## src/hw/rtl/cp_pkg.sv

```systemverilog
// Shared types, constants and the arctangent table for the cartesian-to-polar unit.
// Depends on nothing; every other file of the unit refers to it by scoped names.
`default_nettype none

package cp_pkg;

    localparam int COORD_WIDTH    = 16;
    localparam int GUARD_BITS     = 16;
    localparam int ROTATION_STEPS = 16;
    localparam int ANGLE_WIDTH    = 16;
    localparam int MAG_WIDTH      = 16;
    localparam int ACC_WIDTH      = 32;
    // Folded coordinates need one bit more than the input; the CORDIC gain needs one more.
    localparam int CORDIC_WIDTH   = COORD_WIDTH + GUARD_BITS + 2;
    localparam int ROOT_WIDTH     = 2 * COORD_WIDTH;
    localparam int ROUND_HALF     = 1 << (ACC_WIDTH - ANGLE_WIDTH - 1);

    localparam logic [ANGLE_WIDTH-1:0] ZERO_TURN          = '0;
    localparam logic [ANGLE_WIDTH-1:0] QUARTER_TURN       = ANGLE_WIDTH'(1 << (ANGLE_WIDTH - 2));
    localparam logic [ANGLE_WIDTH-1:0] HALF_TURN          = ANGLE_WIDTH'(1 << (ANGLE_WIDTH - 1));
    localparam logic [ANGLE_WIDTH-1:0] THREE_QUARTER_TURN = ANGLE_WIDTH'(3 << (ANGLE_WIDTH - 2));

    // atan(2^-i) / (2*pi) * 2^32, rounded to nearest.
    localparam logic [ACC_WIDTH-1:0] ATAN_TABLE [32] = '{
        32'd536870912, 32'd316933406, 32'd167458907, 32'd85004756,
        32'd42667331,  32'd21354465,  32'd10679838,  32'd5340245,
        32'd2670163,   32'd1335087,   32'd667544,    32'd333772,
        32'd166886,    32'd83443,     32'd41722,     32'd20861,
        32'd10430,     32'd5215,      32'd2608,      32'd1304,
        32'd652,       32'd326,       32'd163,       32'd81,
        32'd41,        32'd20,        32'd10,        32'd5,
        32'd3,         32'd1,         32'd1,         32'd0
    };

    typedef enum logic [1:0] {
        QUAD_FIRST  = 2'd0,
        QUAD_SECOND = 2'd1,
        QUAD_THIRD  = 2'd2,
        QUAD_FOURTH = 2'd3
    } t_quad;

    typedef struct packed {
        logic signed [COORD_WIDTH-1:0] x_coord;
        logic signed [COORD_WIDTH-1:0] y_coord;
    } t_point;

    typedef struct packed {
        logic [ANGLE_WIDTH-1:0] angle;
        logic [MAG_WIDTH-1:0]   magnitude;
    } t_polar;

    // Side information that rides along the pipeline untouched.
    typedef struct packed {
        t_quad                  quad;
        logic                   on_axis;
        logic [ANGLE_WIDTH-1:0] axis_angle;
    } t_meta;

    typedef struct packed {
        logic signed [CORDIC_WIDTH-1:0] cx;
        logic signed [CORDIC_WIDTH-1:0] cy;
        logic signed [ACC_WIDTH-1:0]    acc;
        logic [ROOT_WIDTH-1:0]          rem;
        logic [ROOT_WIDTH-1:0]          res;
        t_meta                          meta;
    } t_pipe;

endpackage

`default_nettype wire

```

## src/hw/rtl/cp_stage.sv

```systemverilog
// One pipeline stage: a CORDIC vectoring iteration and one bit of the square root.
// Each half switches itself off past its own step count. Depends on cp_pkg.
`default_nettype none

module cp_stage #(
    parameter int STEP_IDX  = 0,
    parameter int ROT_STEPS = cp_pkg::ROTATION_STEPS
) (
    input  wire logic          i_clk,
    input  wire logic          i_rst_n,
    input  wire logic          i_valid,
    input  wire cp_pkg::t_pipe i_pipe,
    output logic               o_valid,
    output cp_pkg::t_pipe      o_pipe
);

    localparam int  W         = cp_pkg::COORD_WIDTH;
    localparam int  RW        = cp_pkg::ROOT_WIDTH;
    localparam int  CW        = cp_pkg::CORDIC_WIDTH;
    localparam bit  DO_CORDIC = (STEP_IDX < ROT_STEPS);
    localparam bit  DO_ROOT   = (STEP_IDX < W);
    localparam int  ROOT_K    = DO_ROOT ? (W - 1 - STEP_IDX) : 0;
    localparam logic [RW-1:0] ROOT_BIT = RW'(1) << (2 * ROOT_K);
    localparam logic [cp_pkg::ACC_WIDTH-1:0] ATAN_I = cp_pkg::ATAN_TABLE[STEP_IDX];

    logic signed [CW-1:0] dx;
    logic signed [CW-1:0] dy;
    logic [RW-1:0]        trial;
    cp_pkg::t_pipe        n_pipe;
    logic                 r_valid;
    cp_pkg::t_pipe        r_pipe;

    assign dx    = i_pipe.cy >>> STEP_IDX;
    assign dy    = i_pipe.cx >>> STEP_IDX;
    assign trial = i_pipe.res + ROOT_BIT;

    always_comb begin
        n_pipe = i_pipe;
        if (DO_CORDIC) begin
            if (!i_pipe.cy[CW-1]) begin
                n_pipe.cx  = i_pipe.cx + dx;
                n_pipe.cy  = i_pipe.cy - dy;
                n_pipe.acc = i_pipe.acc + $signed(ATAN_I);
            end else begin
                n_pipe.cx  = i_pipe.cx - dx;
                n_pipe.cy  = i_pipe.cy + dy;
                n_pipe.acc = i_pipe.acc - $signed(ATAN_I);
            end
        end
        if (DO_ROOT) begin
            if (i_pipe.rem >= trial) begin
                n_pipe.rem = i_pipe.rem - trial;
                n_pipe.res = (i_pipe.res >> 1) + ROOT_BIT;
            end else begin
                n_pipe.res = i_pipe.res >> 1;
            end
        end
    end

    always_ff @(posedge i_clk) begin
        if (!i_rst_n) begin
            r_valid <= 1'b0;
        end else begin
            r_valid <= i_valid;
        end
    end

    always_ff @(posedge i_clk) begin
        r_pipe <= n_pipe;
    end

    assign o_valid = r_valid;
    assign o_pipe  = r_pipe;

endmodule

`default_nettype wire

```

## config.mk

```make
export PLATFORM = sky130hd
export DESIGN_NAME = cp_stage
export DESIGN_NICKNAME = d
export VERILOG_FILES = /design/src/hw/rtl/cp_pkg.sv /design/src/hw/rtl/cp_stage.sv
export SDC_FILE = /design/constraint.sdc
export NUM_CORES = 1
export LEC_CHECK = 0
export BUFFER_PORTS_ARGS = -buffer_cell sky130_fd_sc_hd__buf_2
export CORE_MARGIN = 1.5
export CORE_UTILIZATION = 52
export DETAILED_ROUTE_END_ITERATION = 8
export GPL_TIMING_DRIVEN = 1
export PLACE_DENSITY = 0.81
export SLEW_MARGIN = 20
export SYNTH_ARGS = -nofsm -noshare
export SYNTH_HDL_FRONTEND = slang
export SYNTH_SLANG_ARGS = --single-unit
```

## constraint.sdc

```tcl
create_clock -name i_clk -period 4.11 [get_ports i_clk]
set_input_delay 0.2055 -clock i_clk [delete_from_list [all_inputs] [get_ports i_clk]]
set_output_delay 0.2055 -clock i_clk [all_outputs]
set_load 0.005 [all_outputs]
```

# ---- Yosys cells after proc, flatten, opt, wreduce, memory -nomap -nowiden
# Index checks and enable logic that the tools add are counted.
dict set report word_totals {
  output_inout_bits 184
  elab_cells 22
  reg_bits 184
  inputBits 186
}
dict set report classes {
  add_sub_neg 8
  mux 3
  n_lt_le_gt_ge 1
}
# operator n
set op_table {}
lappend op_table {{$mux W100} 1}
lappend op_table {{$sub A34 B34 Y34} 2}
lappend op_table {{$add A32 B31 Y32 const B} 2}
lappend op_table {{$add A34 B34 Y34} 1}
lappend op_table {{$add A31 B31 Y32 const B} 1}
lappend op_table {{$ge A32 B32 Y1} 1}
lappend op_table {{$mux W32} 1}
lappend op_table {{$sub A32 B31 Y32 const B} 1}
lappend op_table {{$sub A32 B32 Y32} 1}
lappend op_table {{$mux W31} 1}

# ---- Logic depth before layout (Yosys ltp)
# Gate-level depths: netlist of run 1.
dict set report logic_depth {
  depth_word 3
  mapped_depth 14
  depth_no_buf 13
}

# ---- Worst setup path before layout of run 1
# OpenSTA, ideal clock, no wires.
dict set report synth_path {
  kind {in2reg}
  from {input i_pipe[51] (netlist name)}
  to {register r_pipe (netlist bit o_pipe[70])}
  path_stages 13
  slack_ps 1082
  setup_time_ps 121
  arrival_ps 2907
  path_cell_list {inv_1 ha_1 fa_1 nor2b_1 o21a_1 o21ai_1 and3_1 o311ai_4 a31o_1 a21oi_1 o41ai_4 buf_6 mux2_2}
}
# element line_no
set synth_rtl {}
lappend synth_rtl {{start: declaration} cp_stage.sv:12} ;# input wire cp_pkg::t_pipe i_pipe,
lappend synth_rtl {{end signal: assignment} cp_stage.sv:69} ;# r_pipe <= n_pipe;
lappend synth_rtl {{end: declaration} cp_stage.sv:31} ;# cp_pkg::t_pipe r_pipe;

==> results.md, run 1 <==
* Crit share post-route at 84.7%
* Io pins at 370
* Ys flop type: dfxtp_1
* Setup violations, final at 0
* Layout area overhead at 30.6%
* Worst Path Arrival at 3.81 ns
* Pwr dens at 380 nW/um^2
* Critical path required time at 4.44 ns
* Synth area leader: dfxtp_1
* Hold_sp: i_pipe[62]
* Rows at 54
* EDFF count, synth at 0
* Final Cell Area at 15,000 sq um
* Gpl congestion at 1.00
* Share of the synthesized area in the top cell type at 31.8%
* Placed Instances at 2,002
* CTS sink cnt at 183
* Grt ovf at 0
* Layout cells sized above 1 at 23.8%
* H-tree levels at 4
* Die X at 152 um
* Async set-reset flop share out of synthesis at 0%
* Setup crit end kind: flop
* Avg Cell Area, Syn at 8.22 sq um
* Final Hold Vio Count at 0
* Synth top area cells: dfxtp_1 (32%), ha_1 (14%), a21oi_1 (8.6%)
* Average routed wire per standard cell at 19.3 um
* Initial Utilization at 52.9%
* Crit path max fanout at 5
* Tot Pwr at 5.71 mW
* Syn nets at 1,723
* Vias in the first global route at 11,500
* Mapped Area at 11,500 sq um
* Register area share after synthesis at 31.8%
* Routed vias at 12,100
* RSZ-0062 raised after global routing: no
* TritonCTS clock tree: built
* Tmin final at 3.48 ns
* Final WS setup at 0.627 ns
* Synth Warn # at 0
* Iter 0 DRT Violations at 1,002
* DRC at 0
* Fmax achieved at 287 MHz
* Mapped Cells at 1,400
* Initial antenna violation count at 4
* Most frequent cells in the layout: buf_2 (369), a21oi_1 (198), dfxtp_1 (183)
* Core ar. at 21,800 sq um
* Worst hold endpoint: o_pipe[62]
* Crit Path Class: input pin to flop
* CTS Buf Count at 17
* Commonest non-fill, non-tap cell in the layout: buf_2
* Worst-Margin Slew at 1.14 ns
* Root buf cell: clkbuf_16
* Pin count of the biggest net entering global routing at 68
* Final Non-Filler Cells at 2,124
* Final Util at 69.1%
* Max cap viols at 0
* DR vias/cell at 5.72
* Hold Worst Slack at 0.0192 ns
* VDD IR max at 232 uV
* Register bit total from synthesis at 183
* Slew Viols, Final at 0
* Nets at 2,151
* Clk buf depth at 2
* DIE AREA at 23,000 sq um
* Pre-antenna DRT Iters at 7
* Antenna viol nets, final at 0
* DRT Wirelength at 41,100 um
* Setup Fix Bufs, Post-CTS at 0
* Filler cell count at 1,713
* First-pass GRT wire length at 60,700 um
* Die Y at 152 um
* I/O Buffers at 369
* Hold path cells at 2
* Yosys cell types at 70
* Hold WC Path Type: input pin to flop
* Leak pwr at 7.40 nW
* Rel. slew slack at 24.0%
* CP startpoint kind: input pin
* Setup TNS at 0 ns
* Area of placed instances at 13,500 sq um
* CTS clk-pin slew, worst paths at 0.08 ns
* DP HPWL at 29,700 um
* Placement Setup Slack at 0.668 ns
* Tot GR Track Use at 34.5%
* Status: finished clean
## worst max-delay path by stage
stage | cells past startpoint | slack [ns] | endpoint | start
floorplan | 13 | 1.08 | o_pipe[70] | i_pipe[51]
global placement | 14 | 0.78 | o_pipe[143] | i_pipe[115]
detailed placement | 14 | 0.67 | o_pipe[143] | i_pipe[115]
CTS | 14 | 0.74 | o_pipe[58] | i_pipe[27]
global route | 14 | 0.43 | o_pipe[70] | i_pipe[21]
finish | 14 | 0.63 | o_pipe[70] | i_pipe[21]
## layout make-up
| class | instances | area [sq um] | share of cell area (%) |
|---|---|---|---|
| inverter | 148 | 556 | 3.70 |
| multi-input combinational | 1014 | 7050 | 46.9 |
| antenna | 3 | 7.51 | 0.0499 |
| clock inverter | 15 | 198 | 1.32 |
| tap | 280 | 350 | 2.33 |
| clock buffer | 17 | 425 | 2.83 |
| timing repair buffer | 464 | 2780 | 18.5 |
| sequential | 183 | 3660 | 24.4 |
## synth_stat cells, types with 6 or more instances
cell type    n
ha_1       132
o21bai_1    35
o211ai_1    11
nand3_1     21
nor3_1      24
xor2_1      19
mux2i_1     12
or2_2        8
nor2b_1     16
o21a_1      16
and3_1       9
clkbuf_1    39
o21ai_0     93
buf_1        7
nand4_1     12
a211oi_1     9
nand2b_1    15
a31oi_1      6
nor2_1     109
a21oi_1    198
a21o_1      31
xnor2_1     75
nand2_1     62
dfxtp_1    183
mux2_2      11
o31ai_1      8
inv_1      142
## report_power, final
part           internal (mW)  switching [mW]
clock network          0.837           0.869
registers               2.04           0.103
logic                  0.801            1.06
## state kept, by name, indices dropped and copies added, names as in the netlist
| register | count |
|---|---|
| o_pipe | 182 |
| o_valid | 1 |
## worst max-delay path: stages
cell and delay [ns]:
dlygate4sd3_1 0.53, buf_2 0.12, inv_1 0.05, ha_1 0.36
o211ai_1 0.23, a21oi_1 0.12, o41ai_1 0.59, o21ai_0 0.25
a21o_1 0.22, a21oi_1 0.26, o21ai_0 0.26, a31oi_1 0.27
xnor2_1 0.08, mux2_2 0.26
## cells by family after synthesis
logic type,after synthesis,synth area share [%]
flip-flops,183,31.8
buffers and inverters,203,6.88
adder cells (fa/ha/maj),137,15.2
XOR/XNOR,94,7.15
AND/OR/NAND/NOR,298,12.2
multiplexers,25,2.32
AO/OA/AOI/OAI,460,24.4
## timing repair
| action | 4_1_cts | 5_1_grt |
|---|---|---|
| hold buffers | 87 | 0 |
| endpoints found under the hold margin | 86 | 0 |
| gates resized for setup | 0 | 0 |
## routing by layer
| layer | wire length (um) | part of all wire (%) | vias up | global-route usage [%] |
|---|---|---|---|---|
| met5 | 25 | 0.061 | - | 0 |
| met4 | 1950 | 4.7 | 4 | 16.9 |
| li1 | - | - | 5682 | - |
| met1 | 15400 | 38 | 5589 | 40.1 |
| met3 | 4260 | 10 | 150 | 10.4 |
| met2 | 19400 | 47 | 720 | 57.5 |
Power figures use the tool's default switching activity.
==> inputs of run 2 (changes only) <==
==> constraint.sdc (replaced) <==
create_clock -name i_clk -period 3.25 [get_ports i_clk]
set_input_delay 0.1625 -clock i_clk [delete_from_list [all_inputs] [get_ports i_clk]]
set_output_delay 0.1625 -clock i_clk [all_outputs]
set_load 0.005 [all_outputs]
==> results.md, run 2 (synthesis gave the netlist of run 1 again) <==
* Rows at 54
* Commonest non-fill, non-tap cell in the layout: buf_2
* Gr busiest metal: met2
* Met2 usage at 59.8%
* Leak pwr at 7.67 nW
* CP top delay family: compound AO/OA/AOI/OAI gates
* Layout cells sized above 1 at 25.5%
* VDD IR max at 310 uV
* Core ar. at 21,800 sq um
* CP startpoint kind: input pin
* Initial Utilization at 52.9%
* DR vias/cell at 5.71
* Crit Path Class: input pin to flop
* Hold WC Path Type: input pin to flop
* DIE AREA at 23,000 sq um
* Internal power at 4.73 mW
* Hold Worst Slack at 0.000709 ns
* First-pass GRT wire length at 63,500 um
* Crit share post-route at 100%
* TritonCTS clock tree: built
* Crit path max fanout at 5
* H-tree levels at 4
* DP HPWL at 29,800 um
* Pin count of the biggest net entering global routing at 68
* Average routed wire per standard cell at 19.9 um
* Final WS setup at -0.0146 ns
* Iter 0 DRT Violations at 877
* Vias in the first global route at 12,100
* Status: complete, but fails checks
* Grt ovf at 0
* Final Hold Vio Count at 0
* Clock power frac at 29.1%
* Setup crit end kind: flop
* Max cap viols at 0
* Comb pwr share at 34.1%
* Pwr dens at 475 nW/um^2
* Switching share of power at 35.7%
* CTS sink cnt at 183
* Tot GR Track Use at 36.1%
* Setup violations, final at 1
* Setup TNS at -0.0146 ns
* Worst Path Arrival at 3.56 ns
* Nets at 2,205
* Worst-path cell chain: dlygate4sd3_1 > buf_2 > inv_1 > ha_2 > o211ai_1 > a21oi_1 > o41ai_1 > buf_4 > o21ai_0 > a21o_1 > a21oi_4 > o21ai_0 > buf_4 > o211ai_1 > o21ai_1
* Pre-antenna DRT Iters at 8
* Final Util at 71.3%
* Worst-Margin Slew at 1.09 ns
* Io pins at 370
* Failing checks: setup timing
* DRC at 0
* Layout area overhead at 34.8%
* Initial antenna violation count at 9
* Antenna viol nets, final at 0
* Met3 Use GR at 12.3%
* Max reg flops at 182
* CTS Buf Count at 17
* Rel. slew slack at 27.3%
* Die Y at 152 um
* CTS clk-pin slew, worst paths at 0.08 ns
* Filler cell count at 1,716
* Critical path buffers and inverters at 5
* Fmax achieved at 306 MHz
* Most frequent cells in the layout: buf_2 (369), a21oi_1 (197), dfxtp_1 (183)
* Gpl congestion at 0.949
* I/O Buffers at 369
* Routed vias at 12,500
* Die X at 152 um
* P_sw at 2.63 mW
* DRT Wirelength at 43,400 um
* Clk buf depth at 2
* Slowest-stage cell, CP: dlygate4sd3_1
* Root buf cell: clkbuf_16
* Register share of total power at 36.9%
* Crit-path max cell delay at 0.54 ns
* Critical path required time at 3.54 ns
* Slew Viols, Final at 0
* Tmin final at 3.26 ns
* GRT met1 Usage at 40.4%
-- run 2: cell types whose count changed in the layout (fill, tap and decap cells not counted), moves of 3 or more --
cell / delta
ha_2: +3
diode_2: +3
buf_4: +36
buf_6: +3
dlygate4sd3_1: +11
clkinv_8: -4
ha_1: -3
-- run 2: path summary, 6_finish.rpt --
check,depth (start not counted),end,slack (ns),from
setup / recovery,15,o_pipe[74],-0.01,i_pipe[21]
hold / removal,3,o_pipe[78],0.0007,i_pipe[78]
-- run 2: layout make-up --
| class | instances | area, sq um | share of cell area (%) |
|---|---|---|---|
| multi-input combinational | 1014 | 7080 | 45.6 |
| sequential | 183 | 3660 | 23.6 |
| timing repair buffer | 518 | 3260 | 21.0 |
| inverter | 148 | 556 | 3.58 |
| clock buffer | 17 | 425 | 2.74 |
| tap | 280 | 350 | 2.26 |
| clock inverter | 15 | 170 | 1.10 |
| antenna | 6 | 15.0 | 0.0968 |
-- run 2: routing by layer --
metal	wire, um	up-vias	part of all wire [%]
li1	-	5811	-
met1	15800	5718	36
met2	20400	739	47
met3	4820	183	11
met4	2230	10	5.1
met5	118	-	0.27
-- run 2: metrics by stage --
step / std cells / power (mW) / setup WS [ns] / instance area [sq um]
finish: 2181 / 7.36 / -0.0146 / 15500
global route: 2180 / 7.69 / -0.0383 / 15500
CTS: 2169 / 7.20 / 0.0517 / 15400
detailed placement: 2037 / 4.98 / -0.0615 / 13800
global placement: 2037 / 4.95 / 0.0349 / 13800
floorplan: 1400 / 4.03 / 0.265 / 11500
-- run 2: what timing repair did --
action / 4_1_cts / 5_1_grt
hold buffers: 100 / 0
setup buffers: 0 / 3
setup endpoints to repair: 0 / 26
resized for setup: 0 / 14
hold endpoints to repair: 99 / 0
-- run 2: worst min-delay path: cells and delay by family --
family	cells	cell delay, ns
AND/OR/NAND/NOR	1	0.05
AO/OA/AOI/OAI	1	0.10
buffers and inverters	1	0.10
-- run 2: power groups by stage --
stage	combinational (mW)	sequential, mW	clock [mW]
2_1_floorplan	1.26	2.77	0
3_3_place_gp	2.22	2.74	0
3_5_place_dp	2.24	2.74	0
4_1_cts	2.36	2.69	2.15
5_1_grt	2.70	2.74	2.24
6_report	2.51	2.71	2.14
==> inputs of run 3 (changes only) <==
--- a/config.mk
+++ b/config.mk
@@ -11,6 +11,7 @@
 export DETAILED_ROUTE_END_ITERATION = 8
 export GPL_TIMING_DRIVEN = 1
 export PLACE_DENSITY = 0.81
+export RECOVER_POWER = 100
 export SLEW_MARGIN = 20
 export SYNTH_ARGS = -nofsm -noshare
 export SYNTH_HDL_FRONTEND = slang
==> results.md, run 3 (synthesis gave the netlist of run 1 again) <==
* Status: complete, but fails checks
* Failing checks: hold timing, capacitance limit, slew limit
* Most frequent cells in the layout: a21oi_1 (197), buf_2 (197), dfxtp_1 (183)
* Worst-Margin Slew at 1.95 ns
* Initial antenna violation count at 7
* Initial Utilization at 52.9%
* First-pass GRT wire length at 63,500 um
* Tmin final at 3.14 ns
* TritonCTS clock tree: built
* Layout area overhead at 32.6%
* CP startpoint kind: input pin
* Grt ovf at 0
* Crit share post-route at 96.7%
* Routed vias at 12,400
* DRT Wirelength at 43,200 um
* P_sw at 2.64 mW
* Tot GR Track Use at 36.1%
* Placed Instances at 2,037
* Placement Setup Slack at -0.0615 ns
* Clk buf depth at 2
* Final Cell Area at 15,300 sq um
* Setup TNS at 0 ns
* Leak pwr at 7.18 nW
* Setup violations, final at 0
* Hold WC Path Type: input pin to flop
* Core ar. at 21,800 sq um
* Crit path max fanout at 3
* Tot Pwr at 7.30 mW
* Rel. slew slack at -30.3%
* Nets at 2,205
* Final WS setup at 0.106 ns
* Die X at 152 um
* Final Util at 70.2%
* Final Hold Vio Count at 1
* DR vias/cell at 5.71
* Pin count of the biggest net entering global routing at 68
* Hold path cells at 3
* Internal power at 4.66 mW
* Max reg flops at 182
* Critical path required time at 3.55 ns
* H-tree levels at 4
* Io pins at 370
* Final Non-Filler Cells at 2,179
* Pwr dens at 478 nW/um^2
* CTS sink cnt at 183
* Hold Worst Slack at -0.00126 ns
* Hold_sp: i_pipe[78]
* DIE AREA at 23,000 sq um
* Worst hold endpoint: o_pipe[78]
* Antenna viol nets, final at 0
* Pre-antenna DRT Iters at 6
* Clock power frac at 29.5%
* Setup crit end kind: flop
* Rows at 54
* Slew Viols, Final at 55
* Gpl congestion at 0.949
* Worst Path Arrival at 3.45 ns
* VDD IR max at 311 uV
* Average routed wire per standard cell at 19.8 um
* Comb pwr share at 33.2%
* Root buf cell: clkbuf_16
* CTS clk-pin slew, worst paths at 0.08 ns
* CTS Buf Count at 17
* Crit Path Class: input pin to flop
* Switching share of power at 36.2%
* Iter 0 DRT Violations at 844
* Layout cells sized above 1 at 16.1%
* Area of placed instances at 13,800 sq um
* Vias in the first global route at 12,100
* I/O Buffers at 369
* DRC at 0
* Die Y at 152 um
* Max cap viols at 2
* Register share of total power at 37.3%
* DP HPWL at 29,800 um
* Fmax achieved at 318 MHz
-- run 3: per-layer routing --
layer	part of all wire, %	routed length [um]	track usage, %	vias up
met5	0.27	115	2.05	-
met4	5.4	2330	20.1	10
met1	36	15700	40.4	5721
met2	47	20300	59.8	737
li1	-	-	-	5800
met3	11	4730	12.3	174
-- run 3: layout make-up --
class / instances / area (sq um)
clock buffer: 17 / 425
fill: 1837 / 6490
clock inverter: 15 / 170
timing repair buffer: 518 / 3010
inverter: 148 / 556
sequential: 183 / 3660
tap: 280 / 350
antenna: 4 / 10.0
multi-input combinational: 1014 / 7080
-- run 3: worst max-delay path, stage by stage --
cell and delay (ns):
dlygate4sd3_1 0.53, buf_2 0.15, inv_1 0.06, ha_1 0.33
nand2b_1 0.17, a21oi_1 0.14, o41ai_1 0.28, buf_4 0.18
o21ai_0 0.14, a21o_1 0.24, a21oi_4 0.16, o21ai_0 0.13
buf_4 0.18, o211ai_1 0.44, o21ai_1 0.15
-- run 3: what timing repair did --
item,4_1_cts,5_1_grt
endpoints found under the hold margin,99,0
setup buffers,0,3
hold buffers,100,0
endpoints found under the setup margin,0,26
resized for setup,0,14
-- run 3: power by group through the flow --
stage / Clock [mW] / Combinational (mW) / Sequential (mW)
floorplan: 0 / 1.26 / 2.77
global placement: 0 / 2.22 / 2.74
detailed placement: 0 / 2.24 / 2.74
CTS: 2.15 / 2.36 / 2.69
global route: 2.24 / 2.62 / 2.75
finish: 2.15 / 2.42 / 2.72
-- run 3: how the worst max path moves through the flow --
stage / cells after the start / start / slack [ns] / to
global placement: 14 / i_pipe[115] / 0.03 / o_pipe[147]
floorplan: 13 / i_pipe[51] / 0.27 / o_pipe[70]
global route: 15 / i_pipe[28] / -0.04 / o_pipe[75]
finish: 15 / i_pipe[20] / 0.11 / o_pipe[74]
CTS: 15 / i_pipe[51] / 0.05 / o_pipe[59]
detailed placement: 14 / i_pipe[115] / -0.06 / o_pipe[143]
