**src/hw/rtl/cp_pkg.sv**
```systemverilog
// Shared types, constants and the arctangent table for the cartesian-to-polar unit.
// Depends on nothing; every other file of the unit refers to it by scoped names.
`default_nettype none

package cp_pkg;

    localparam int COORD_WIDTH    = 16;
    localparam int GUARD_BITS     = 16;
    localparam int ROTATION_STEPS = 16;
    localparam int ANGLE_WIDTH    = 16;
    localparam int MAG_WIDTH      = 16;
    localparam int ACC_WIDTH      = 32;
    // Folded coordinates need one bit more than the input; the CORDIC gain needs one more.
    localparam int CORDIC_WIDTH   = COORD_WIDTH + GUARD_BITS + 2;
    localparam int ROOT_WIDTH     = 2 * COORD_WIDTH;
    localparam int ROUND_HALF     = 1 << (ACC_WIDTH - ANGLE_WIDTH - 1);

    localparam logic [ANGLE_WIDTH-1:0] ZERO_TURN          = '0;
    localparam logic [ANGLE_WIDTH-1:0] QUARTER_TURN       = ANGLE_WIDTH'(1 << (ANGLE_WIDTH - 2));
    localparam logic [ANGLE_WIDTH-1:0] HALF_TURN          = ANGLE_WIDTH'(1 << (ANGLE_WIDTH - 1));
    localparam logic [ANGLE_WIDTH-1:0] THREE_QUARTER_TURN = ANGLE_WIDTH'(3 << (ANGLE_WIDTH - 2));

    // atan(2^-i) / (2*pi) * 2^32, rounded to nearest.
    localparam logic [ACC_WIDTH-1:0] ATAN_TABLE [32] = '{
        32'd536870912, 32'd316933406, 32'd167458907, 32'd85004756,
        32'd42667331,  32'd21354465,  32'd10679838,  32'd5340245,
        32'd2670163,   32'd1335087,   32'd667544,    32'd333772,
        32'd166886,    32'd83443,     32'd41722,     32'd20861,
        32'd10430,     32'd5215,      32'd2608,      32'd1304,
        32'd652,       32'd326,       32'd163,       32'd81,
        32'd41,        32'd20,        32'd10,        32'd5,
        32'd3,         32'd1,         32'd1,         32'd0
    };

    typedef enum logic [1:0] {
        QUAD_FIRST  = 2'd0,
        QUAD_SECOND = 2'd1,
        QUAD_THIRD  = 2'd2,
        QUAD_FOURTH = 2'd3
    } t_quad;

    typedef struct packed {
        logic signed [COORD_WIDTH-1:0] x_coord;
        logic signed [COORD_WIDTH-1:0] y_coord;
    } t_point;

    typedef struct packed {
        logic [ANGLE_WIDTH-1:0] angle;
        logic [MAG_WIDTH-1:0]   magnitude;
    } t_polar;

    // Side information that rides along the pipeline untouched.
    typedef struct packed {
        t_quad                  quad;
        logic                   on_axis;
        logic [ANGLE_WIDTH-1:0] axis_angle;
    } t_meta;

    typedef struct packed {
        logic signed [CORDIC_WIDTH-1:0] cx;
        logic signed [CORDIC_WIDTH-1:0] cy;
        logic signed [ACC_WIDTH-1:0]    acc;
        logic [ROOT_WIDTH-1:0]          rem;
        logic [ROOT_WIDTH-1:0]          res;
        t_meta                          meta;
    } t_pipe;

endpackage

`default_nettype wire

```
**src/hw/rtl/cp_final.sv**
```systemverilog
// Back end of the cartesian-to-polar pipeline: angle rounding, quadrant offset, root rounding.
// One register stage driving the result strobe. Depends on cp_pkg.
`default_nettype none

module cp_final (
    input  wire logic          i_clk,
    input  wire logic          i_rst_n,
    input  wire logic          i_valid,
    input  wire cp_pkg::t_pipe i_pipe,
    output logic               o_valid,
    output cp_pkg::t_polar     o_polar
);

    localparam int AW = cp_pkg::ACC_WIDTH;
    localparam int RW = cp_pkg::ROOT_WIDTH;
    localparam int NW = cp_pkg::ANGLE_WIDTH;

    logic signed [AW:0]  acc_round;
    logic [NW-1:0]       frac;
    logic [NW-1:0]       quad_base;
    logic [RW-1:0]       root;
    cp_pkg::t_polar      n_polar;
    logic                r_valid;
    cp_pkg::t_polar      r_polar;

    assign acc_round = {i_pipe.acc[AW-1], i_pipe.acc} + (AW+1)'(cp_pkg::ROUND_HALF);
    assign frac      = acc_round[AW-1:AW-NW];
    assign quad_base = {i_pipe.meta.quad, {(NW-2){1'b0}}};
    // A remainder above the root means the true root lies past the half-way point.
    assign root      = (i_pipe.rem > i_pipe.res) ? (i_pipe.res + RW'(1)) : i_pipe.res;

    always_comb begin
        n_polar.angle     = i_pipe.meta.on_axis ? i_pipe.meta.axis_angle : (quad_base + frac);
        n_polar.magnitude = root[cp_pkg::MAG_WIDTH-1:0];
    end

    always_ff @(posedge i_clk) begin
        if (!i_rst_n) begin
            r_valid <= 1'b0;
        end else begin
            r_valid <= i_valid;
        end
    end

    always_ff @(posedge i_clk) begin
        r_polar <= n_polar;
    end

    assign o_valid = r_valid;
    assign o_polar = r_polar;

endmodule

`default_nettype wire

```
**config.mk**
```make
export PLATFORM = sky130hd
export DESIGN_NAME = cp_final
export DESIGN_NICKNAME = d
export VERILOG_FILES = /design/src/hw/rtl/cp_pkg.sv /design/src/hw/rtl/cp_final.sv
export SDC_FILE = /design/constraint.sdc
export NUM_CORES = 1
export LEC_CHECK = 0
export ABC_CLOCK_PERIOD_IN_PS = 4000
export BUFFER_PORTS_ARGS = -buffer_cell sky130_fd_sc_hd__buf_2
export CAP_MARGIN = 5
export CORE_AREA = 2 2 84 86
export CTS_BUF_LIST = sky130_fd_sc_hd__clkbuf_4
export CTS_CLUSTER_DIAMETER = 100
export DETAILED_ROUTE_END_ITERATION = 10
export DIE_AREA = 0 0 86 88
export HOLD_SLACK_MARGIN = 0.12
export PLACE_DENSITY = 0.82
export SLEW_MARGIN = 15
export SYNTH_ARGS = -nofsm -noshare
export SYNTH_HDL_FRONTEND = slang
export SYNTH_SLANG_ARGS = --single-unit
export TNS_END_PERCENT = 50
```
**constraint.sdc**
```tcl
create_clock -name i_clk -period 4 [get_ports i_clk]
set_input_delay 0.8 -clock i_clk [delete_from_list [all_inputs] [get_ports i_clk]]
set_output_delay 0.8 -clock i_clk [all_outputs]
set_load 0.05 [all_outputs]
```
Word level (Yosys, flattened, before mapping)
Cells that the tools add are included.
{ "op_classes": {"addsub": 3, "n_lt_le_gt_ge": 1, "n_mux": 2} }
{ "ops": {"columns": ["cell", "n"], "rows": [
  ["adder 32 x 17 -> 32 bit (second input constant)", 1],
  ["greater-than comparator 32 bit", 1],
  ["2-to-1 mux 16 bit", 2],
  ["adder 16 x 1 -> 16 bit (second input constant)", 1],
  ["adder 16 bit", 1]
]} }
{ "totals": {"reg_bits": 33} }

Logic depth before layout (Yosys ltp)
Gate-level depths: netlist of run 1.
{ "logic_depth": {"word_depth": 3, "mapped_depth": 10, "mapped_depth_nobuf": 10} }

Worst setup path before layout of run 1
Ideal clock, no wire load.
{ "synth_timing": {"kind": "input port to flip-flop", "startpoint": "input i_pipe[49] (netlist bit)", "endpoint": "register r_polar, in the netlist o_polar[1]", "path_stages": 9, "arrival_ps": 2703, "setup_ps": 121, "path_buffers": 1, "setup_slack_ps": 1176, "path_cell_list": "inv_1 ha_1 nand4_2 or4_1 buf_6 nor2_8 a21oi_1 nor2_2 mux2_2"} }
{ "synth_lines": {"columns": ["item", "line", "rtl"], "rows": [
  ["start: declaration", "cp_final.sv:9", "input wire cp_pkg::t_pipe i_pipe,"],
  ["end signal: assignment", "cp_final.sv:46", "r_polar <= n_polar;"],
  ["end: declaration", "cp_final.sv:24", "cp_pkg::t_polar r_polar;"]
]} }

==> impl_results.md, run 1 <==
* Primary FF master, synth: dfxtp_1
* Antenna Cells at 0
* Vias in the first global route at 2495
* Non-filler cells, final at between 500 and 600
* First-pass GRT wire length at 10.7 mm
* RD Place Congestion at 0.869
* Yosys warning total at 0
* Pre-antenna DRT Iters at 5
* Setup TNS at 0 ns
* Wirelength per Cell at between 10 and 15 µm
* Worst-path clk slew at 0.10 ns
* Number of synthesized flops with an enable pin at 0
* Post-synthesis instance total at 296
* Worst Tran Pin Value at 0.781 ns
* Pwr Density at 264 nW/µm²
* Syn nets at 517
* Root Buffer: clkbuf_4
* CP max FO at 15
* Avg Cell Area, Syn at 8.25 µm²
* Die Wd at about 86 µm
* CP Capture Type: flip-flop
* Worst path slowest cell: or4_1
* Setup repair bufs after CTS at 0
* Path type of the worst min-delay path: in2reg
* Num ports at 219
* Ys async rst share at 0
* DRC at 0
* Area growth syn-to-layout at 31.4%
* Unrepaired setup endpoints after global routing: false
* Final Max Tran Viols at 0
* Leakage power total at 0.00161 µW
* Dpl ws at 0.632 ns
* Area of the mapped netlist at ~2400 µm²
* DP HPWL at around 6 mm
* Final setup violation count at 0
* Synth cell types at 36
* Antenna viol nets, final at 0
* Remaining global-route overflow at 0
* Die area at 7570 µm²
* Row count at 30
* Final Hold Viols at 0
* Largest net degree at the start of global routing at 31
* Minimum clock period at 3.06 ns
* Port bufs at 135
* Placed insts at 504
* Final net count at 652
* Number of max-cap violations at 0
* Core area at 6640 µm²
* CTS Buffer Depth at 2
* Outcome: finished clean
* DR vias/cell at 5.06
* WS Path Type: in2reg
* Num CTS Buffers at 5
* Synthesized flop and latch total at 33
* Die height at 88 µm
* Final WS setup at 0.945 ns
* Peak supply drop at 94.3 µV
* Required time of the critical path at 4.21 ns
* Crit share post-route at 0.764
* CTS Sinks at 33
* DR vias at 2580
* Hold_buf cts at 0
* Cells along the critical path: buf_2, inv_1, ha_1, nand4_2, or4_1, nor2_8, a21oi_1, nor2_2, mux2_2
* Worst Hold Path EP: o_polar[22]$_DFF_P_
* Initial DRC count at 53
* CTS tree: built
* Fraction of layout cells with a size suffix above 1 at 0.353
* Worst setup SP type: input port
* CP max stage delay at between 0.7 and 0.8 ns
* Sequential fraction of the synthesis area at 0.270
* Final Power at 847 µW
* Initial antenna violation count at 0
* Post-CTS sizing at 0
* Final wirelength at 6.89 mm
* Relative slew margins at 0.477
* Critical path arrival at 3.27 ns
* Fmax at ~330 MHz
* Overall Global Routing Usage at 0.176
* Hold Crit Start: i_pipe[6]
* H-tree levels at 2
* Hold Path Depth at 3
* Starting density of the core at 0.368
## routing by layer
| metal | routed length (µm) | up-vias | global-route usage | part of all wire |
|---|---|---|---|---|
| li1 | - | 1318 | - | - |
| met1 | 2640 | 1117 | 0.178 | 0.38 |
| met2 | 3350 | 136 | 0.340 | 0.49 |
| met3 | 796 | 9 | 0.0584 | 0.12 |
| met4 | 102 | 0 | 0.0519 | 0.015 |
| met5 | 0 | - | 0 | 0 |
## final cells by class
type / instances / area (µm²)
clock buffer: 5 / 37.5
clock inverter: 1 / 5.00
fill: 646 / 3440
inverter: 33 / 124
multi-input combinational: 223 / 1610
sequential: 33 / 661
tap: 80 / 100
timing repair buffer: 135 / 676
## worst max-delay path, delay by kind of cell
family	cells	cell delay, ns
compound gates	1	0.21
fa+ha+maj	1	0.32
buf+inv	2	0.12
mux	1	0.34
simple gates	4	1.48
## logic make-up (layout without fill, tap and decap cells)
family,count (synthesis),in the layout,share of synthesized area
AND/OR/NAND/NOR,99,99,0.219
AO/OA/AOI/OAI,54,54,0.130
buffers and inverters,40,174,0.0722
adder cells (fa/ha/maj),35,35,0.179
flip-flops,33,33,0.270
XOR/XNOR,32,32,0.115
multiplexers,3,3,0.0138
## sequential cells by signal (all words and copies together), names as in the netlist
signal   flops
o_polar     32
o_valid      1
## report_power, final
part,leakage [µW],switching [µW],internal (µW)
combinational,0.00131,210,110
sequential,0.000278,5.59,355
clock,0.0000269,104,61.0
total,0.00161,320,526
## layout by cell type, fill, tap and decap left out, types with 2 or more instances in the layout
cell / instances
o211ai_1: 3
o21ai_0: 22
xnor2_1: 25
dfxtp_1: 33
inv_1: 33
a21oi_1: 15
a22oi_1: 8
nor3_1: 9
and4_2: 3
nand4_1: 13
xor2_1: 7
nand2_1: 32
nor4_1: 11
nor2_1: 7
o2111ai_1: 2
and3_1: 4
mux2_2: 3
nand3_1: 10
buf_2: 135
clkbuf_4: 5
and4_1: 2
ha_1: 35
## worst max path at each step
stage	slack, ns	cells after the start	to	startpoint
global placement	0.71	9	o_polar[1]$_DFF_P_	i_pipe[50]
floorplan	1.18	9	o_polar[1]$_DFF_P_	i_pipe[49]
CTS	0.97	9	o_polar[1]$_DFF_P_	i_pipe[49]
detailed placement	0.63	9	o_polar[1]$_DFF_P_	i_pipe[49]
global route	0.85	9	o_polar[1]$_DFF_P_	i_pipe[50]
finish	0.94	9	o_polar[1]$_DFF_P_	i_pipe[49]
## Yosys cell counts, drive strengths merged, types with 3 or more instances
cell | count | share of area
dfxtp | 33 | 0.27
nor4 | 11 | 0.028
xor2 | 7 | 0.025
o21ai | 22 | 0.045
ha | 35 | 0.18
a22oi | 8 | 0.025
nand2 | 32 | 0.049
and3 | 4 | 0.010
inv | 33 | 0.051
nand3 | 10 | 0.020
nand4 | 14 | 0.038
clkbuf | 3 | 0.0046
buf | 4 | 0.017
mux2 | 3 | 0.014
nor2 | 9 | 0.022
a21oi | 15 | 0.031
o211ai | 3 | 0.0092
and4 | 5 | 0.019
nor3 | 9 | 0.018
xnor2 | 25 | 0.090
## stage by stage
| stage | cell area, µm² | hold WS (ns) | util |
|---|---|---|---|
| floorplan | 2440 | 0.898 | - |
| global placement | 3170 | 1.00 | 0.476 |
| detailed placement | 3170 | 1.01 | 0.476 |
| CTS | 3210 | 0.660 | 0.483 |
| global route | 3210 | 0.660 | 0.483 |
| finish | 3210 | 0.673 | 0.483 |
Power figures use the tool's default switching activity.
==> inputs of run 2 (changes only) <==
ABC_CLOCK_PERIOD_IN_PS = 2500   (was 4000)
CORE_AREA = not set   (was 2 2 84 86)
CORE_UTILIZATION = 35   (was not set)
DIE_AREA = not set   (was 0 0 86 88)
clock period = 2.5 ns   (was 4 ns; I/O delays follow)
==> run 2 against run 1 <==
  * First-iteration DRC count rose by 72%
  * Sequential power rose by 60%
  * Power up 65%
  * Highest routed layer unchanged
==> impl_results.md, run 2 (synthesized netlist as in run 1, its figures left out) <==
* Outcome: finished clean
* Worst-path clk slew at 0.10 ns
* Die Wd at ~86 µm
* RD Place Congestion at 0.855
* Core area at 6760 µm²
* Final Hold Viols at 0
* Fraction of layout cells with a size suffix above 1 at 0.389
* Worst Tran Pin Value at 0.449 ns
* CP max stage delay at between 0.6 and 0.7 ns
* Antenna Cells at 0
* Placed insts at between 500 and 600
* CP Capture Type: flip-flop
* Final setup violation count at 0
* Port bufs at around 140
* CP delay by family, top: simple AND/OR/NAND/NOR gates
* Fmax at around 420 MHz
* Final Max Tran Viols at 0
* Worst path slowest cell: or4_1
* Wirelength per Cell at 13.0 µm
* Die area at between 7000 and 8000 µm²
* Setup repair bufs after CTS at 0
* Final wirelength at ~7 mm
* CTS Buffer Depth at 2
* Pwr Density at 410 nW/µm²
* WS Path Type: in2reg
* Leakage power total at 0.00173 µW
* Minimum clock period at 2.36 ns
* Initial DRC count at 91
* Relative slew margins at 0.700
* H-tree levels at 2
* DR vias at 2718
* CTS Sinks at 33
* Pre-antenna DRT Iters at 4
* Required time of the critical path at 2.70 ns
* Largest net degree at the start of global routing at 31
* Most common cell after layout, fill and taps aside: buf_2
* Post-CTS sizing at 0
* Final net count at 677
* CTS tree: built
* Peak supply drop at 180 µV
* Worst setup SP type: input port
* Row count at 30
* Remaining global-route overflow at 0
* Crit share post-route at 0.943
* Critical path arrival at 2.56 ns
* Overall Global Routing Usage at 0.195
* Most frequent cells in the layout: buf_2 (135), ha_1 (35), inv_1 (33), dfxtp_1 (33), nand2_1 (32)
* Vias in the first global route at around 2700
* Antenna viol nets, final at 0
* Num ports at 219
* Path type of the worst min-delay path: in2reg
* First-pass GRT wire length at 11.4 mm
* Die height at around 86 µm
* Root Buffer: clkbuf_4
* Fillers at 640
* Flip-flop count of the largest register after layout at 32
* Starting density of the core at 0.361
* Final Power at 1400 µW
* Hold_buf cts at 0
* CP max FO at 7
* DP HPWL at around 6 mm
* Bufs and invs on worst path at 3
* Unrepaired setup endpoints after global routing: false
* Non-filler cells, final at around 540
* Initial antenna violation count at 0
* Num CTS Buffers at 5
* Cells along the critical path: buf_2, inv_1, ha_1, nand4_1, or4_1, buf_4, nor4_1, a32oi_1, xnor2_1
* Number of max-cap violations at 0
* DR vias/cell at 5.06
* Area growth syn-to-layout at 39.5%
* DRC at 0
## run 2: cell count changes in the layout (fill, tap and decap cells not counted), sizes merged
| cell | previous run | this run |
|---|---|---|
| buf | 135 | 160 |
| clkinv | 1 | 3 |
## run 2: area by class of cell
cell class / instances / area, µm² / area share
clock buffer: 5 / 37.5 / 0.0110
clock inverter: 3 / 12.5 / 0.00367
inverter: 33 / 124 / 0.0364
multi-input combinational: 223 / 1610 / 0.472
sequential: 33 / 661 / 0.194
tap: 80 / 100 / 0.0294
timing repair buffer: 160 / 863 / 0.253
## run 2: path summary, 6_finish.rpt
check	from	endpoint	slack, ns	cells past startpoint
setup / recovery	i_pipe[36]	o_polar[15]$_DFF_P_	0.14	9
hold / removal	i_pipe[12]	o_polar[28]$_DFF_P_	0.37	3
## run 2: through the flow
step	area (µm²)	setup TNS (ns)	util	hold slack [ns]	setup WS, ns
after detailed placement	3360	-0.892	0.497	0.706	-0.151
after global placement	3360	-0.474	0.497	0.701	-0.112
after CTS	3410	0	0.504	0.358	0.187
after floorplan	2450	0	-	0.598	0.0165
final	3410	0	0.504	0.373	0.143
after global routing	3410	0	0.504	0.352	0.0397
## run 2: power by group
group          total [µW]  internal (µW)  switching (µW)
registers             578            568            9.41
clock network         270            102             169
logic                 549            205             345
total                1400            875             523
## run 2: layer usage
metal	vias to the layer above	global-route usage	part of all wire
li1	1372	-	-
met1	1184	0.205	0.39
met2	148	0.367	0.50
met3	14	0.0452	0.090
met4	0	0.0894	0.019
met5	-	0	0
==> inputs of run 3 (changes only) <==
ABC_AREA = 1   (was not set)
CORE_UTILIZATION = 36   (was 35)
SKIP_CTS_REPAIR_TIMING = 1   (was not set)
==> run 3 against run 2 <==
  * Sequential power grew 3%
  * Combinational power grew 15%
  * Sequential share of layout area barely moved
  * Largest cell class unchanged
  * Final cell count up 15%
  * First-iteration DRC count shrank 21%
  * Design area about the same
  * Largest power group is now combinational logic
  * Wire length up 0.87%
  * Critical path type unchanged
  * Non-clock buffer count fell by 22
  * Global-route usage shrank 0.47 points
  * Highest routed layer unchanged
  * Hold slack got worse by 0.0051 ns
==> impl_results.md, run 3 <==
* Most common library cells after synthesis: nand2_1 (118), inv_1 (51), ha_1 (35), nand3_1 (35), dfxtp_1 (33)
* Antenna viol nets, final at 0
* Leading area contributor after synthesis: dfxtp_1
* Placed insts at 610
* Hold Slack at 0.368 ns
* Synth Area in Compound Gates at 0.0660
* Synth top area cells: dfxtp_1 (26%), nand2_1 (17%), ha_1 (17%)
* Outcome: finished clean
* Area growth syn-to-layout at 32.2%
* WS Path Type: in2reg
* Avg Cell Area, Syn at 6.75 µm²
* Path type of the worst min-delay path: in2reg
* Synth top area share at 0.256
* Most frequent cells in the layout: buf_2 (135), nand2_1 (118), inv_1 (51)
* Vias in the first global route at 2734
* CP max FO at 4
* Overall Global Routing Usage at 0.190
* Top-count cell post-synth: nand2_1
* Worst path slowest cell: or2_0
* Worst Hold Path EP: o_polar[25]$_DFF_P_
* Starting density of the core at 0.375
* CTS Buffer Depth at 2
* Relative slew margins at 0.744
* Synth cell types at 29
* Final setup violation count at 0
* RD Place Congestion at 0.906
* Pwr Density at 445 nW/µm²
* Crit share post-route at 0.833
* Simple-gate share of the synthesized area at 0.343
* DRC at 0
* Number of max-cap violations at 0
* Peak supply drop at between 100 and 150 µV
* DR vias/cell at around 4.7
* Largest net degree at the start of global routing at 25
* Core area at around 7000 µm²
* Antenna Cells at 0
* Fraction of layout cells with a size suffix above 1 at 0.303
* Pre-antenna DRT Iters at 4
* Ys async rst share at 0
* Initial DRC count at between 70 and 80
* Worst setup SP type: input port
* CTS tree: built
* Hold Path Depth at 3
* CP max stage delay at between 0.2 and 0.25 ns
* Dpl ws at just over 0.08 ns
* Hold Crit Start: i_pipe[9]
* Largest family of logic cells by synthesized area: simple AND/OR/NAND/NOR gates
* Initial antenna violation count at 0
* Fillers at ~700
* Final core occ at 0.496
* Die Wd at between 80 and 90 µm
* Worst Tran Pin Value at 0.384 ns
* CTS Sinks at 33
* H-tree levels at 2
* Final Hold Viols at 0
* Leakage power total at between 0.0015 and 0.002 µW
* Primary FF master, synth: dfxtp_1
* Cells along the critical path: buf_2, nand4_1, nor2_2, nand3_2, inv_2, nand4_1, nor2_1, xor2_1, ha_1, xnor2_1, xor2_1, or2_0, nand3_1, nand2_1
* Syn nets at between 600 and 700
* First-pass GRT wire length at 11.5 mm
* Die height at between 80 and 90 µm
* Sequential fraction of the synthesis area at 0.256
* CP Capture Type: flip-flop
* Required time of the critical path at 2.73 ns
* Unrepaired setup endpoints after global routing: false
* Flip-flop count of the largest register after layout at 32
* XOR/XNOR share of the synthesized area at 0.0714
* Remaining global-route overflow at 0
* Final WS setup at roughly 0.42 ns
* Final Max Tran Viols at 0
* Bufs and invs on worst path at 2
* Fmax at 480 MHz
* Num ports at approximately 220
* Number of synthesized flops with an enable pin at 0
* Row count at 30
* Port bufs at around 140
* Critical path arrival at 2.31 ns
* Worst-path clk slew at roughly 0.1 ns
* DP HPWL at 6.05 mm
* Num CTS Buffers at 5
* Setup TNS at 0 ns
* Final wirelength at 7.05 mm
* Final net count at 742
* Minimum clock period at 2.08 ns
* Synthesized flop and latch total at 33
* Post-synthesis instance total at 382
* Die area at roughly 7500 µm²
* Area of the mapped netlist at 2580 µm²
* Wirelength per Cell at 11.4 µm
* Multiplexer share of the synthesized area at 0
* Yosys warning total at 0
* Non-filler cells, final at 618
* Root Buffer: clkbuf_4
* DR vias at 2932
* Post-synthesis adder-cell area fraction at 0.170
* CP delay by family, top: simple AND/OR/NAND/NOR gates
* Most common cell after layout, fill and taps aside: buf_2
run 3: cell types whose count changed after synthesis, moves of 4 or more:
cell | before | now
inv_1 | 33 | 51
xor2_1 | 7 | 19
xnor2_1 | 25 | 2
nor4_1 | 11 | 1
nand4_1 | 13 | 7
nand2_1 | 32 | 118
a22oi_1 | 8 | 0
and3_1 | 4 | 0
nand3_1 | 10 | 35
nor2_1 | 7 | 22
o21ai_0 | 22 | 12
run 3: per-stage QoR:
step / total power (µW) / area (µm²)
2_1_floorplan: 1030 / 2580
3_3_place_gp: 1220 / 3350
3_5_place_dp: 1240 / 3350
4_1_cts: 1540 / 3410
5_1_grt: 1630 / 3410
6_report: 1520 / 3410
run 3: final cells by class:
| class | count | area (µm²) | area share |
|---|---|---|---|
| repair buffers | 138 | 698 | 0.205 |
| inverters | 53 | 199 | 0.0584 |
| clock buffers | 6 | 45.0 | 0.0132 |
| multi-input cells | 290 | 1680 | 0.492 |
| well taps | 96 | 120 | 0.0352 |
| clock inverters | 2 | 10.0 | 0.00294 |
| flip-flops and latches | 33 | 661 | 0.194 |
run 3: worst max path at each step:
stage	endpoint	slack [ns]	cells after the start	startpoint
detailed placement	o_polar[31]$_DFF_P_	0.08	14	i_pipe[100]
finish	o_polar[31]$_DFF_P_	0.42	14	i_pipe[100]
CTS	o_polar[31]$_DFF_P_	0.43	14	i_pipe[100]
floorplan	o_polar[31]$_DFF_P_	0.38	13	i_pipe[98]
global placement	o_polar[31]$_DFF_P_	0.14	14	i_pipe[100]
global route	o_polar[31]$_DFF_P_	0.26	14	i_pipe[100]
run 3: worst min-delay path: cells and delay by family:
| kind | cells | cell delay, ns |
|---|---|---|
| compound gates | 1 | 0.05 |
| buf+inv | 1 | 0.07 |
| simple gates | 1 | 0.04 |
run 3: where the power goes:
part | leakage (µW) | total (µW) | internal (µW) | switching [µW]
registers | 0.000278 | 594 | 582 | 12.2
clock network | 0.0000354 | 294 | 118 | 176
logic | 0.00167 | 629 | 198 | 431
run 3: routing by layer:
metal | wire length (µm) | vias up | track usage
met2 | 3590 | 122 | 0.374
li1 | - | 1503 | -
met1 | 2890 | 1301 | 0.202
met3 | 510 | 6 | 0.0429
met5 | 0 | - | 0
met4 | 61 | 0 | 0.0500
run 3: cells by family (layout without fill, tap and decap cells):
family | count (synthesis) | in the layout
xor+xnor | 21 | 21
compound gates | 32 | 32
flops | 33 | 33
buf+inv | 59 | 199
simple gates | 202 | 202
fa+ha+maj | 35 | 35
